<file path="src/rtl/core/ddsv_pkg.sv">
`timescale 1ns / 1ps

package ddsv_pkg;

    // character codes
    localparam logic [7:0] DOT_CHAR   = 8'h2E;
    localparam logic [7:0] DIGIT_LO   = 8'h30;
    localparam logic [7:0] DIGIT_HI   = 8'h39;

    // counter limits
    localparam logic [3:0] COUNT_SAT  = 4'd11;
    localparam logic [1:0] DOT_SAT    = 2'd3;
    localparam logic [2:0] YEAR_DIGS  = 3'd4;
    localparam logic [3:0] MIN_LEN    = 4'd8;
    localparam logic [3:0] MAX_LEN    = 4'd10;

    // month codes and lengths
    localparam logic [6:0] MONTH_FEB  = 7'd2;
    localparam logic [6:0] MONTH_APR  = 7'd4;
    localparam logic [6:0] MONTH_JUN  = 7'd6;
    localparam logic [6:0] MONTH_SEP  = 7'd9;
    localparam logic [6:0] MONTH_NOV  = 7'd11;
    localparam logic [6:0] MONTH_MAX  = 7'd12;
    localparam logic [6:0] DAYS_29    = 7'd29;
    localparam logic [6:0] DAYS_28    = 7'd28;
    localparam logic [6:0] DAYS_30    = 7'd30;
    localparam logic [6:0] DAYS_31    = 7'd31;

    // depth of the queue between front and back
    localparam int QUEUE_DEPTH = 2;

    typedef struct packed {
        logic [7:0] ch;
        logic       last;
    } t_in_word;

    typedef struct packed {
        logic        date_ok;
        logic [6:0]  day_value;
        logic [6:0]  month_value;
        logic [13:0] year_value;
    } t_out_word;

    // everything the back end needs to judge one finished text
    typedef struct packed {
        logic [3:0]  char_count;
        logic [1:0]  dot_count;
        logic [3:0]  first_dot_pos;
        logic [3:0]  second_dot_pos;
        logic        bad_char;
        logic [6:0]  day_acc;
        logic [6:0]  month_acc;
        logic [13:0] year_acc;
        logic        cent_zero;   // last two year digits are both zero
        logic [1:0]  hi_mod4;     // (year / 100) mod 4
    } t_summary;

endpackage

</file>
<file path="src/rtl/core/ddsv_front.sv">
`timescale 1ns / 1ps

module ddsv_front
    import ddsv_pkg::*;
(
    input  logic     i_clk,
    input  logic     i_rst_n,
    input  logic     i_accept,
    input  t_in_word i_word,
    output logic     o_push,
    output t_summary o_summary
);

    logic [3:0]  r_char_count, n_char_count;
    logic [1:0]  r_dot_count, n_dot_count;
    logic [3:0]  r_first_pos, n_first_pos;
    logic [3:0]  r_second_pos, n_second_pos;
    logic        r_bad, n_bad;
    logic [6:0]  r_day, n_day;
    logic [6:0]  r_month, n_month;
    logic [13:0] r_year, n_year;
    logic [2:0]  r_ydigs, n_ydigs;
    logic [3:0]  r_tens, n_tens;
    logic [3:0]  r_units, n_units;
    logic [1:0]  r_hi, n_hi;

    logic        is_dot;
    logic        is_digit;
    logic [3:0]  digit;
    logic [3:0]  hi_sum;

    assign is_dot   = (i_word.ch == DOT_CHAR);
    assign is_digit = (i_word.ch >= DIGIT_LO) && (i_word.ch <= DIGIT_HI);
    assign digit    = i_word.ch[3:0];
    // hi*10 + tens, mod 4
    assign hi_sum   = {1'b0, r_hi, 1'b0} + r_tens;

    always_comb begin
        n_char_count = r_char_count;
        n_dot_count  = r_dot_count;
        n_first_pos  = r_first_pos;
        n_second_pos = r_second_pos;
        n_bad        = r_bad;
        n_day        = r_day;
        n_month      = r_month;
        n_year       = r_year;
        n_ydigs      = r_ydigs;
        n_tens       = r_tens;
        n_units      = r_units;
        n_hi         = r_hi;
        if (is_dot) begin
            if (r_dot_count == 2'd0) begin
                n_first_pos = r_char_count;
            end else if (r_dot_count == 2'd1) begin
                n_second_pos = r_char_count;
            end
            if (r_dot_count < DOT_SAT) begin
                n_dot_count = r_dot_count + 2'd1;
            end
        end else if (is_digit) begin
            if (r_dot_count == 2'd0) begin
                n_day = 7'({r_day, 3'b000} + {r_day, 1'b0} + {3'b000, digit});
            end else if (r_dot_count == 2'd1) begin
                n_month = 7'({r_month, 3'b000} + {r_month, 1'b0} + {3'b000, digit});
            end else if (r_dot_count == 2'd2 && r_ydigs < YEAR_DIGS) begin
                n_year  = 14'({r_year, 3'b000} + {r_year, 1'b0} + {10'd0, digit});
                n_ydigs = r_ydigs + 3'd1;
                n_hi    = hi_sum[1:0];
                n_tens  = r_units;
                n_units = digit;
            end
        end else begin
            n_bad = 1'b1;
        end
        if (r_char_count < COUNT_SAT) begin
            n_char_count = r_char_count + 4'd1;
        end
    end

    always_comb begin
        o_push                   = i_accept && i_word.last;
        o_summary.char_count     = n_char_count;
        o_summary.dot_count      = n_dot_count;
        o_summary.first_dot_pos  = n_first_pos;
        o_summary.second_dot_pos = n_second_pos;
        o_summary.bad_char       = n_bad;
        o_summary.day_acc        = n_day;
        o_summary.month_acc      = n_month;
        o_summary.year_acc       = n_year;
        o_summary.cent_zero      = (n_tens == 4'd0) && (n_units == 4'd0);
        o_summary.hi_mod4        = n_hi;
    end

    always_ff @(posedge i_clk) begin
        if (!i_rst_n || (i_accept && i_word.last)) begin
            r_char_count <= '0;
            r_dot_count  <= '0;
            r_first_pos  <= '0;
            r_second_pos <= '0;
            r_bad        <= 1'b0;
            r_day        <= '0;
            r_month      <= '0;
            r_year       <= '0;
            r_ydigs      <= '0;
            r_tens       <= '0;
            r_units      <= '0;
            r_hi         <= '0;
        end else if (i_accept) begin
            r_char_count <= n_char_count;
            r_dot_count  <= n_dot_count;
            r_first_pos  <= n_first_pos;
            r_second_pos <= n_second_pos;
            r_bad        <= n_bad;
            r_day        <= n_day;
            r_month      <= n_month;
            r_year       <= n_year;
            r_ydigs      <= n_ydigs;
            r_tens       <= n_tens;
            r_units      <= n_units;
            r_hi         <= n_hi;
        end
    end

endmodule

</file>
<file path="src/rtl/core/ddsv_queue.sv">
`timescale 1ns / 1ps

module ddsv_queue
    import ddsv_pkg::*;
#(
    parameter int DEPTH = QUEUE_DEPTH
) (
    input  logic     i_clk,
    input  logic     i_rst_n,
    input  logic     i_push,
    input  t_summary i_data,
    output logic     o_full,
    input  logic     i_pop,
    output logic     o_valid,
    output t_summary o_data
);

    localparam int PW = (DEPTH > 1) ? $clog2(DEPTH) : 1;
    localparam int CW = $clog2(DEPTH + 1);
    localparam logic [PW-1:0] LAST_PTR = PW'(DEPTH - 1);
    localparam logic [CW-1:0] FULL_CNT = CW'(DEPTH);

    t_summary      r_mem [DEPTH];
    logic [PW-1:0] r_wr_ptr, r_rd_ptr;
    logic [CW-1:0] r_count;
    logic          do_push, do_pop;

    assign do_push = i_push && !o_full;
    assign do_pop  = i_pop && o_valid;
    assign o_full  = (r_count == FULL_CNT);
    assign o_valid = (r_count != '0);
    assign o_data  = r_mem[r_rd_ptr];

    always_ff @(posedge i_clk) begin
        if (do_push) begin
            r_mem[r_wr_ptr] <= i_data;
        end
    end

    always_ff @(posedge i_clk) begin
        if (!i_rst_n) begin
            r_wr_ptr <= '0;
            r_rd_ptr <= '0;
            r_count  <= '0;
        end else begin
            if (do_push) begin
                r_wr_ptr <= (r_wr_ptr == LAST_PTR) ? '0 : r_wr_ptr + PW'(1);
            end
            if (do_pop) begin
                r_rd_ptr <= (r_rd_ptr == LAST_PTR) ? '0 : r_rd_ptr + PW'(1);
            end
            if (do_push && !do_pop) begin
                r_count <= r_count + CW'(1);
            end else if (do_pop && !do_push) begin
                r_count <= r_count - CW'(1);
            end
        end
    end

    a_count_bound: assert property (@(posedge i_clk) disable iff (!i_rst_n)
        r_count <= FULL_CNT)
        else $error("queue count above depth");

    a_push_grows: assert property (@(posedge i_clk) disable iff (!i_rst_n)
        (do_push && !do_pop) |=> (r_count == $past(r_count) + CW'(1)))
        else $error("queue count did not grow on push");

    a_ptr_track: assert property (@(posedge i_clk) disable iff (!i_rst_n)
        (r_count == '0 || r_count == FULL_CNT) |-> (r_wr_ptr == r_rd_ptr))
        else $error("queue pointers out of step with count");

endmodule

</file>
<file path="src/rtl/core/ddsv_back.sv">
`timescale 1ns / 1ps

module ddsv_back
    import ddsv_pkg::*;
(
    input  logic      i_clk,
    input  logic      i_rst_n,
    input  logic      i_valid,
    input  t_summary  i_summary,
    output logic      o_take,
    input  logic      i_pop,
    output logic      o_empty,
    output t_out_word o_data
);

    logic      r_valid;
    t_out_word r_data;
    t_out_word n_data;
    logic      ok;
    logic      leap;
    logic [6:0] mlen;
    logic [3:0] gap;

    always_comb begin
        leap = (i_summary.year_acc != '0) && (i_summary.year_acc[1:0] == 2'b00) &&
               (!i_summary.cent_zero || (i_summary.hi_mod4 == 2'b00));
        unique case (i_summary.month_acc) inside
            MONTH_FEB: mlen = leap ? DAYS_29 : DAYS_28;
            MONTH_APR, MONTH_JUN, MONTH_SEP, MONTH_NOV: mlen = DAYS_30;
            default: mlen = DAYS_31;
        endcase
        gap = i_summary.second_dot_pos - i_summary.first_dot_pos;
        ok  = (i_summary.char_count >= MIN_LEN) && (i_summary.char_count <= MAX_LEN) &&
              !i_summary.bad_char && (i_summary.dot_count == 2'd2) &&
              (i_summary.first_dot_pos >= 4'd1) && (i_summary.first_dot_pos <= 4'd2) &&
              (i_summary.second_dot_pos >= 4'd3) && (i_summary.second_dot_pos <= 4'd5) &&
              (gap >= 4'd2) && (gap <= 4'd3) &&
              (i_summary.month_acc >= 7'd1) && (i_summary.month_acc <= MONTH_MAX) &&
              (i_summary.day_acc >= 7'd1) && (i_summary.day_acc <= mlen);
        n_data.date_ok     = ok;
        n_data.day_value   = ok ? i_summary.day_acc   : '0;
        n_data.month_value = ok ? i_summary.month_acc : '0;
        n_data.year_value  = ok ? i_summary.year_acc  : '0;
    end

    // output register refills in the same cycle it is popped, if the queue holds a summary
    assign o_take  = i_valid && (!r_valid || i_pop);
    assign o_empty = !r_valid;
    assign o_data  = r_data;

    always_ff @(posedge i_clk) begin
        if (o_take) begin
            r_data <= n_data;
        end
    end

    always_ff @(posedge i_clk) begin
        if (!i_rst_n) begin
            r_valid <= 1'b0;
        end else if (o_take) begin
            r_valid <= 1'b1;
        end else if (i_pop) begin
            r_valid <= 1'b0;
        end
    end

    a_reject_zero: assert property (@(posedge i_clk) disable iff (!i_rst_n)
        (r_valid && !r_data.date_ok) |->
        (r_data.day_value == '0 && r_data.month_value == '0 && r_data.year_value == '0))
        else $error("rejected date carries nonzero fields");

    a_ok_in_range: assert property (@(posedge i_clk) disable iff (!i_rst_n)
        (r_valid && r_data.date_ok) |->
        (r_data.month_value >= 7'd1 && r_data.month_value <= MONTH_MAX &&
         r_data.day_value >= 7'd1 && r_data.day_value <= DAYS_31))
        else $error("accepted date out of range");

    a_take_fills: assert property (@(posedge i_clk) disable iff (!i_rst_n)
        o_take |=> r_valid)
        else $error("output register not filled after take");

endmodule

</file>
<file path="src/rtl/core/dotted_date_string_validator.sv">
`timescale 1ns / 1ps

// channel   direction  handshake                 word
// -------   ---------  ------------------------  --------------------------------
// input     in         i_push / o_full           i_data  : ch[7:0], last
// result    out        o_empty / i_pop           o_data  : date_ok, day, month, year
//
// One character is taken per cycle while o_full is low, so texts of any length stream back to back.
// A verdict passes from the summary queue into the output register and shows on
// o_data when the output word is free; otherwise it waits in the queue.
// The front tracks counters and digit fields; a small summary queue parts it
// from the back, which judges the date into a one-word output register.
// o_full is high while the summary queue holds QDEPTH texts, which happens only
// when the output word has been left unpopped.
// i_rst_n is synchronous, active low, and clears all counters and the queue.
module dotted_date_string_validator
    import ddsv_pkg::*;
#(
    parameter int QDEPTH = QUEUE_DEPTH
) (
    input  logic      i_clk,
    input  logic      i_rst_n,
    input  logic      i_push,
    output logic      o_full,
    input  t_in_word  i_data,
    output logic      o_empty,
    input  logic      i_pop,
    output t_out_word o_data
);

    logic     accept;
    logic     sum_push;
    t_summary sum_in;
    logic     q_valid;
    t_summary q_data;
    logic     q_take;

    // a word is taken whenever the summary queue has room
    assign accept = i_push && !o_full;

    ddsv_front u_front (
        .i_clk     (i_clk),
        .i_rst_n   (i_rst_n),
        .i_accept  (accept),
        .i_word    (i_data),
        .o_push    (sum_push),
        .o_summary (sum_in)
    );

    // finished-text summaries wait here for the verdict stage
    ddsv_queue #(
        .DEPTH (QDEPTH)
    ) u_queue (
        .i_clk   (i_clk),
        .i_rst_n (i_rst_n),
        .i_push  (sum_push),
        .i_data  (sum_in),
        .o_full  (o_full),
        .i_pop   (q_take),
        .o_valid (q_valid),
        .o_data  (q_data)
    );

    // verdict logic and the result register
    ddsv_back u_back (
        .i_clk     (i_clk),
        .i_rst_n   (i_rst_n),
        .i_valid   (q_valid),
        .i_summary (q_data),
        .o_take    (q_take),
        .i_pop     (i_pop),
        .o_empty   (o_empty),
        .o_data    (o_data)
    );

endmodule

</file>
<file path="config.mk">
export PLATFORM = sky130hd
export DESIGN_NAME = dotted_date_string_validator
export DESIGN_NICKNAME = d
export VERILOG_FILES = /design/src/rtl/core/ddsv_pkg.sv /design/src/rtl/core/ddsv_front.sv /design/src/rtl/core/ddsv_queue.sv /design/src/rtl/core/ddsv_back.sv /design/src/rtl/core/dotted_date_string_validator.sv
export SDC_FILE = /design/constraint.sdc
export NUM_CORES = 1
export LEC_CHECK = 0
export BUFFER_PORTS_ARGS = -buffer_cell sky130_fd_sc_hd__buf_2
export CAP_MARGIN = 25
export CORE_AREA = 5 5 95 186
export CTS_CLUSTER_SIZE = 30
export DETAILED_ROUTE_END_ITERATION = 10
export DIE_AREA = 0 0 100 191
export GPL_TIMING_DRIVEN = 0
export PLACE_DENSITY = 0.83
export RECOVER_POWER = 100
export SETUP_SLACK_MARGIN = 0.5
export SYNTH_ARGS = -nofsm -noshare
export SYNTH_HDL_FRONTEND = slang
export SYNTH_SLANG_ARGS = --single-unit
</file>
<file path="constraint.sdc">
create_clock -name i_clk -period 3.9 [get_ports i_clk]
set_input_delay 0.78 -clock i_clk [delete_from_list [all_inputs] [get_ports i_clk]]
set_output_delay 0.78 -clock i_clk [all_outputs]
set_load 0.02 [all_outputs]
</file>
==> results by group, run 1 <==
Outcome
  • Status: complete, but fails checks
  • Failing checks: max-capacitance violations, max-slew violations

Floorplanning
  • Die span in x: roughly 100 um
  • Die area: between 0.015 and 0.02 mm^2
  • Row cnt: 66
  • Core Region: about 0.016 mm^2
  • Die Height: roughly 190 um
  • Effective utilization at floorplan: 0.537
  • Num ports: 44

STA
  • Tightest Pin Transition: slightly above 2000 ps
  • Final Max Slew Viols: 22
  • Max Clk Rate: between 200 and 300 MHz
  • Relative slew slack: -0.366
  • Fin Clk Skew: roughly 10 ps
  • RSZ-0062 raised after global routing: no
  • Minimum clock period: between 3000 and 4000 ps
  • Final hold vios: 0
  • Period utilization: 0.861
  • Final setup fails: 0

Power and ir drop
  • Clk pwr share: 0.327
  • Flop pwr share: 0.453
  • Sw frac: 0.313
  • Power Dens Cells: between 500 and 600 mW/mm^2
  • P_leak: 3.78 nW
  • Pint: between 3 and 4 mW
  • Peak VDD IR: 407 uV
  • Power share of the combinational group: 0.220
  • Sw power: around 1.7 mW

Global route
  • Number of global-route vias before repair: 6025
  • Antenna violations before repair: 0
  • Grt ovf: 0
  • Gr usage total: 0.197
  • First-pass GRT wire length: 29.5 mm
  • Largest net degree at the start of global routing: 26

Final layout
  • Commonest non-fill, non-tap cell in the layout: edfxtp_1
  • Cell area after layout: around 0.01 mm^2
  • # diodes: 0
  • Final net count: 900
  • Post-Layout Cell Count: between 1000 and 1500
  • Most frequent cells in the layout: 121 x edfxtp_1, 100 x nand2_1, 75 x nor2_1
  • Proportion of layout cells with a drive suffix above 1: 0.0803
  • Synthesis-to-layout area growth: 13.1%

Run
  • MaxCap Viol Count: 1

Clocking
  • Worst-Skew Late Latency: around 430 ps
  • Root Buffer Master: clkbuf_16
  • Clk slew on worst S/H paths: about 80 ps
  • TritonCTS buffer count: 17
  • Clk sink count: around 180
  • TritonCTS clock tree: built
  • Buffer depth of the longest clock path: 2
  • H-tree levels: 4

Logic synthesis
  • Top_reg_cell synth: edfxtp_1
  • Async SR Flop Fraction: 0
  • Register area share after synthesis: 0.563
  • Average cell area after synthesis: approximately 11 um^2
  • Post-synth cell types: 63
  • Mapped Cells: ~760
  • Seq cells post-synth: around 180
  • Cell Area, Synth: just under 0.009 mm^2
  • Post-synth EDFFs: 121
  • Synth warn: 0

Placed design
  • Detailed Place HPWL: ~13 mm
  • Placed instance count: about 1000
  • Placer Congestion: between 0.8 and 0.9
  • IO buf count: 43
  • Area post-placement: 0.00920 mm^2

Setup path
  • Worst EP arrival: ~3600 ps
  • Critical path startpoint category: flop
  • Crit path max fanout: 10
  • CP Capture Type: flop
  • Setup CP Type: reg -> reg
  • WP data required: approximately 4200 ps

Detailed routing
  • Final ANT Viol Nets: 0
  • Residual DRC: 0
  • Vias per cell: 5.82
  • Routed WL per cell: 17.7 um
  • TritonRoute pass-1 iters: 5
  • 1st-iter DRT viols: 444
  • Final WL: 18.6 mm
  • Vias: about 6100

Worst hold path
  • Hold WC Path Type: reg -> reg
==> state kept, by name, indices dropped and copies added (netlist names), named ones only <==
| name | cells |
|---|---|
| u_front.r_day | 7 |
| u_front.r_bad | 1 |
| u_front.r_year | 14 |
| u_back.o_data | 29 |
| u_front.r_dot_count | 2 |
| u_front.r_tens | 4 |
| u_front.r_hi | 2 |
| u_front.r_ydigs | 3 |
| u_back.r_valid | 1 |
| u_queue.r_count | 2 |
| u_queue.r_mem | 92 |
| u_front.r_month | 7 |
| u_front.r_first_pos | 4 |
| u_queue.r_rd_ptr | 1 |
| u_queue.r_wr_ptr | 1 |
| u_front.r_second_pos | 4 |
| u_front.r_char_count | 4 |
| u_front.r_units | 4 |
==> logic make-up (layout without fill, tap and decap cells) <==
| kind of cell | count (synthesis) | count (layout) | share of synthesized area |
|---|---|---|---|
| mux | 51 | 51 | 0.0639 |
| flops | 183 | 183 | 0.563 |
| simple gates | 256 | 256 | 0.137 |
| compound gates | 125 | 125 | 0.0891 |
| fa+ha+maj | 53 | 53 | 0.0827 |
| buf+inv | 52 | 137 | 0.0259 |
| xor+xnor | 37 | 37 | 0.0375 |
| other cells | 1 | 5 | 0.000433 |
==> synth_stat cells, drive strengths merged, types with 12 or more instances <==
library cell,number,area [um^2]
a21o,12,90.1
a21oi,55,290
buf,16,88.8
clkbuf,17,63.8
dfxtp,62,1240
edfxtp,121,3630
ha,46,576
inv,19,71.3
mux2,22,263
mux2i,29,290
nand2,103,397
nand3,14,70.1
nor2,76,300
nor3,19,95.1
o21ai,30,154
xnor2,17,149
xor2,20,175
==> layout make-up <==
class                   instances  area, um^2
repair buffers                 53         260
flip-flops and latches        183        4870
clock buffers                  17         425
well taps                     204         255
fillers                      1265        6320
plain buffers                  33         189
clock inverters                15         191
multi-input cells             527        3520
inverters                      19        71.3
==> final timing paths <==
| kind | start | end | slack, ps | cells past startpoint |
|---|---|---|---|---|
| hold / removal | u_front.r_units[3]$_SDFFE_PP0P_ | u_front.r_tens[3]$_SDFFE_PP0P_ | 470 | 2 |
| setup reg to reg | flop | u_back.o_data[2]$_SDFFCE_PN0P_ | 540 | 14 |
| hold reg to reg | u_front.r_units[3]$_SDFFE_PP0P_ | u_front.r_tens[3]$_SDFFE_PP0P_ | 470 | 2 |
| setup / recovery | flop | u_back.o_data[2]$_SDFFCE_PN0P_ | 540 | 14 |
==> per-layer routing <==
metal,part of all wire,global-route usage,vias to the layer above
li1,-,-,2886
met5,0,0,-
met3,0.064,0.0347,45
met1,0.40,0.249,2944
met4,0.027,0.0784,0
met2,0.51,0.333,242
==> repair_timing <==
item / CTS / global route
setup endpoints to repair: 24 / 31
hold endpoints to repair: 0 / 0
hold buffers: 0 / 0
pin swaps: 1 / 3
buffers inserted: 1 / 4
cloned: 0 / 2
resized for setup: 8 / 27
==> worst max-delay path: stages (launching register included) <==
cell,delay [ps]
dfxtp_1,440
buf_12,180
buf_8,140
buf_8,110
buf_12,100
mux2i_1,200
ha_1,210
fa_1,420
a31oi_1,150
nand2_1,80
nor3_1,140
o2111ai_1,180
a2111o_1,480
clkbuf_1,220
nor2_1,160
==> power by group through the flow <==
stage | Sequential, mW | Clock (mW) | Combinational [mW]
2_1_floorplan | 2.58 | 0 | 0.665
3_3_place_gp | 2.46 | 0 | 1.07
3_5_place_dp | 2.46 | 0 | 1.13
4_1_cts | 2.42 | 1.77 | 1.18
5_1_grt | 2.44 | 1.85 | 1.27
6_report | 2.42 | 1.75 | 1.18
==> stage by stage <==
| stage | hold slack (ps) | utilization | setup slack [ps] | power, mW | setup TNS (ps) |
|---|---|---|---|---|---|
| floorplan | 436 | - | 580 | 3.24 | 0 |
| global placement | 447 | 0.567 | -483 | 3.53 | -22480 |
| detailed placement | 457 | 0.572 | -119 | 3.59 | -1820 |
| CTS | 467 | 0.612 | 520 | 5.37 | 0 |
| global route | 501 | 0.608 | 346 | 5.56 | 0 |
| finish | 469 | 0.608 | 543 | 5.35 | 0 |
Note: power is estimated with default switching activity, not from simulation.
==> run 2, diff against run 1 <==
--- a/config.mk
+++ b/config.mk
@@ -7,14 +7,15 @@
 export LEC_CHECK = 0
 export BUFFER_PORTS_ARGS = -buffer_cell sky130_fd_sc_hd__buf_2
 export CAP_MARGIN = 25
-export CORE_AREA = 5 5 95 186
+export CORE_AREA = 5 5 96 188
 export CTS_CLUSTER_SIZE = 30
 export DETAILED_ROUTE_END_ITERATION = 10
-export DIE_AREA = 0 0 100 191
+export DIE_AREA = 0 0 101 193
 export GPL_TIMING_DRIVEN = 0
 export PLACE_DENSITY = 0.83
 export RECOVER_POWER = 100
 export SETUP_SLACK_MARGIN = 0.5
 export SYNTH_ARGS = -nofsm -noshare
 export SYNTH_HDL_FRONTEND = slang
+export SYNTH_HIERARCHICAL = 1
 export SYNTH_SLANG_ARGS = --single-unit
==> run 2 against run 1 <==
The run now ends clean. Global-route usage is 0.23 points lower. Power is 4.0% higher. First-iteration DRC count is 31% lower. Wire length is 2.6% lower. Count of clock-buffer cells in the layout stayed put. Maximum frequency is 3.9% lower. Critical path type unchanged. Utilization is 0.14 points higher. Register-to-register slack worse by 140 ps. Largest cell class unchanged.
==> results by group, run 2 <==
Power and ir drop
  • Flop pwr share: 0.442
  • Sw power: roughly 1.8 mW
  • Peak VDD IR: approximately 370 uV
  • Clk pwr share: 0.312
  • Power Dens Cells: between 500 and 600 mW/mm^2
  • Pint: 3.76 mW
  • P_leak: just under 4 nW
  • Sw frac: 0.325
  • Power share of the combinational group: 0.246

Detailed routing
  • 1st-iter DRT viols: slightly above 300
  • Final WL: around 18 mm
  • Residual DRC: 0
  • Routed WL per cell: approximately 18 um
  • Vias: just under 6000
  • Final ANT Viol Nets: 0
  • TritonRoute pass-1 iters: 5
  • Vias per cell: 5.75

Logic synthesis
  • Synth warn: 6
  • Area share of the largest cell type after synthesis: 0.408
  • Cell Area, Synth: 0.00891 mm^2
  • Simple-gate area share of the yosys netlist: 0.126
  • Count leader, synth: edfxtp_1
  • Compound-cell area share of the yosys netlist: 0.0734
  • Largest cells by area after synthesis: edfxtp_1 41%, dfxtp_1 14%, mux2_2 9.1%, ha_1 6.5%, nand2_1 2.4%
  • Post-synth top cells: 121 x edfxtp_1, 72 x mux2_2, 62 x dfxtp_1
  • Post-synth EDFFs: between 100 and 150
  • XOR/XNOR Fraction of Synth Area: 0.0334
  • Top_reg_cell synth: edfxtp_1
  • Mux cell area share after synthesis: 0.112
  • Async SR Flop Fraction: 0
  • Register area share after synthesis: 0.547
  • Post-synth cell types: 66
  • Largest family of logic cells by synthesized area: simple AND/OR/NAND/NOR gates
  • Synth area leader: edfxtp_1
  • Mapped Cells: approximately 710
  • Post-Synth Adder-Cell Area: 0.0803
  • Average cell area after synthesis: ~13 um^2
  • Seq cells post-synth: 183

Setup path
  • Top Family by Delay on Critical Path: simple AND/OR/NAND/NOR gates
  • Worst EP arrival: between 3000 and 4000 ps
  • CP cell instances: buf_6 > buf_6 > mux2_2 > ha_1 > fa_1 > or4b_1 > a211oi_2 > clkbuf_1 > nand3_4 > nor3_1
  • Crit path buf inv count: 3
  • R2R Path End: u_back/o_data[16]$_SDFFCE_PN0P_
  • CP Capture Type: flop
  • Crit path max fanout: 10
  • Worst r2r path cells: 10
  • Crit-path most repeated cell: buf_6
  • Max stage delay cell, worst path: or4b_1
  • Setup slack, reg-to-reg: between 400 and 500 ps
  • Crit-path max cell delay: around 550 ps
  • Setup CP Type: reg -> reg
  • Critical path startpoint category: flop
  • WP data required: between 4000 and 5000 ps

STA
  • Relative slew slack: 0.222
  • Setup TNS: 0 ps
  • Final Max Slew Viols: 0
  • Final hold vios: 0
  • RSZ-0062 raised after global routing: no
  • Final setup fails: 0
  • Period utilization: 0.896
  • Minimum clock period: ~3500 ps
  • Fin Clk Skew: roughly 15 ps
  • Max Clk Rate: around 290 MHz
  • Tightest Pin Transition: roughly 1200 ps

Final layout
  • Max reg flops: slightly above 90
  • Top reg by flops: u_queue/r_mem
  • Proportion of layout cells with a drive suffix above 1: 0.170
  • Most frequent cells in the layout: 121 x edfxtp_1, 62 x dfxtp_1, 58 x nand2_1
  • Cell area after layout: 0.0101 mm^2
  • Commonest non-fill, non-tap cell in the layout: edfxtp_1
  • Register area: a little under 0.005 mm^2
  • Fillcell total: 1233
  • Final design utilization: 0.609
  • Synthesis-to-layout area growth: 12.9%
  • Area of the multi-input gates: about 0.0038 mm^2
  • Final net count: between 800 and 900
  • Post-Layout Cell Count: between 1000 and 1500
  • # diodes: 0

Global route
  • Grt ovf: 0
  • Largest net degree at the start of global routing: 39
  • Number of global-route vias before repair: 6019
  • First-pass GRT wire length: between 20 and 30 mm
  • Gr usage total: 0.195
  • Antenna violations before repair: 0

Clocking
  • H-tree levels: 4
  • Buffer depth of the longest clock path: 2
  • TritonCTS clock tree: built
  • Clk sink count: between 150 and 200
  • TritonCTS buffer count: 17
  • Worst-Skew Late Latency: approximately 430 ps
  • # hold bufs at CTS: 0
  • Root Buffer Master: clkbuf_16
  • Clk slew on worst S/H paths: approximately 80 ps

Placed design
  • Detailed Place HPWL: about 13 mm
  • Placed instance count: 969
  • Placer Congestion: 0.900
  • Area post-placement: approximately 0.0095 mm^2
  • IO buf count: 43

Run
  • MaxCap Viol Count: 0

Floorplanning
  • Num ports: 44
  • Effective utilization at floorplan: 0.540
  • Core Region: between 0.015 and 0.02 mm^2
  • Die span in x: between 100 and 150 um
  • Die area: 0.0195 mm^2
  • Row cnt: 67
  • Die Height: 193 um

Worst hold path
  • Hold WC Path Type: reg -> reg
  • Hold Path Cell Cnt: 2
  • Min-delay src: u_front/r_units[3]$_SDFFE_PP0P_
  • Min-Delay Endpoint: u_front/r_tens[3]$_SDFFE_PP0P_

Outcome
  • Status: finished clean
run 2: cell count changes in the layout (fill, tap and decap cells not counted), sizes merged, moves of 4 or more:
cell and change:
mux2 +50, nand2 -45, nor2 -28, and4 +21
a21oi -20, mux2i -10, clkbuf -9, xor2 -7
buf +5, nor3 -4, o21a +4, or4 -4
xnor2 +4
run 2: power groups by stage:
stage	Sequential, mW	Combinational [mW]	Clock, mW
finish	2.46	1.37	1.74
global route	2.48	1.48	1.85
CTS	2.45	1.39	1.77
detailed placement	2.49	1.37	0
global placement	2.49	1.27	0
floorplan	2.65	0.799	0
run 2: kinds of logic (layout without fill, tap and decap cells):
group / count (synthesis) / count (layout)
compound gates: 102 / 102
flops: 183 / 183
simple gates: 198 / 198
other cells: 1 / 5
xor+xnor: 34 / 34
mux: 91 / 91
fa+ha+maj: 53 / 53
buf+inv: 49 / 133
run 2: cell type report:
class / count / area share
inverters: 19 / 0.00709
plain buffers: 30 / 0.0170
repair buffers: 52 / 0.0260
multi-input cells: 483 / 0.378
clock inverters: 15 / 0.0194
well taps: 207 / 0.0257
clock buffers: 17 / 0.0423
flip-flops and latches: 183 / 0.485
run 2: metal layers:
layer	track usage	wire, um
met1	0.232	7320
met2	0.335	9490
met3	0.0461	884
met4	0.0773	451
met5	0	0
run 2: worst min-delay path, stage by stage, from the launching register on:
cell and delay [ps]:
dfxtp_1 320, nand2_1 50, a21oi_1 50
run 2: repair_timing:
action | 4_1_cts | 5_1_grt
buffers inserted | 0 | 5
resized for setup | 3 | 11
setup endpoints to repair | 19 | 12
pin swaps | 0 | 2
run 2: stage by stage:
step	worst slack [ps]	hold slack [ps]	power (mW)
2_1_floorplan	830	436	3.44
4_1_cts	511	463	5.61
3_3_place_gp	316	447	3.76
5_1_grt	262	487	5.81
6_report	407	457	5.56
3_5_place_dp	262	455	3.86
run 2: how the worst max path moves through the flow:
stage,start,endpoint,depth (start not counted)
after floorplan,i_data[4],u_queue/r_mem[0][13]$_DFFE_PP_,10
after global placement,i_data[4],u_queue/r_mem[0][13]$_DFFE_PP_,11
after detailed placement,i_data[4],u_queue/r_mem[0][13]$_DFFE_PP_,11
after CTS,flop,u_back/o_data[22]$_SDFFCE_PN0P_,14
after global routing,flop,u_back/o_data[4]$_SDFFCE_PN0P_,14
final,flop,u_back/o_data[16]$_SDFFCE_PN0P_,10
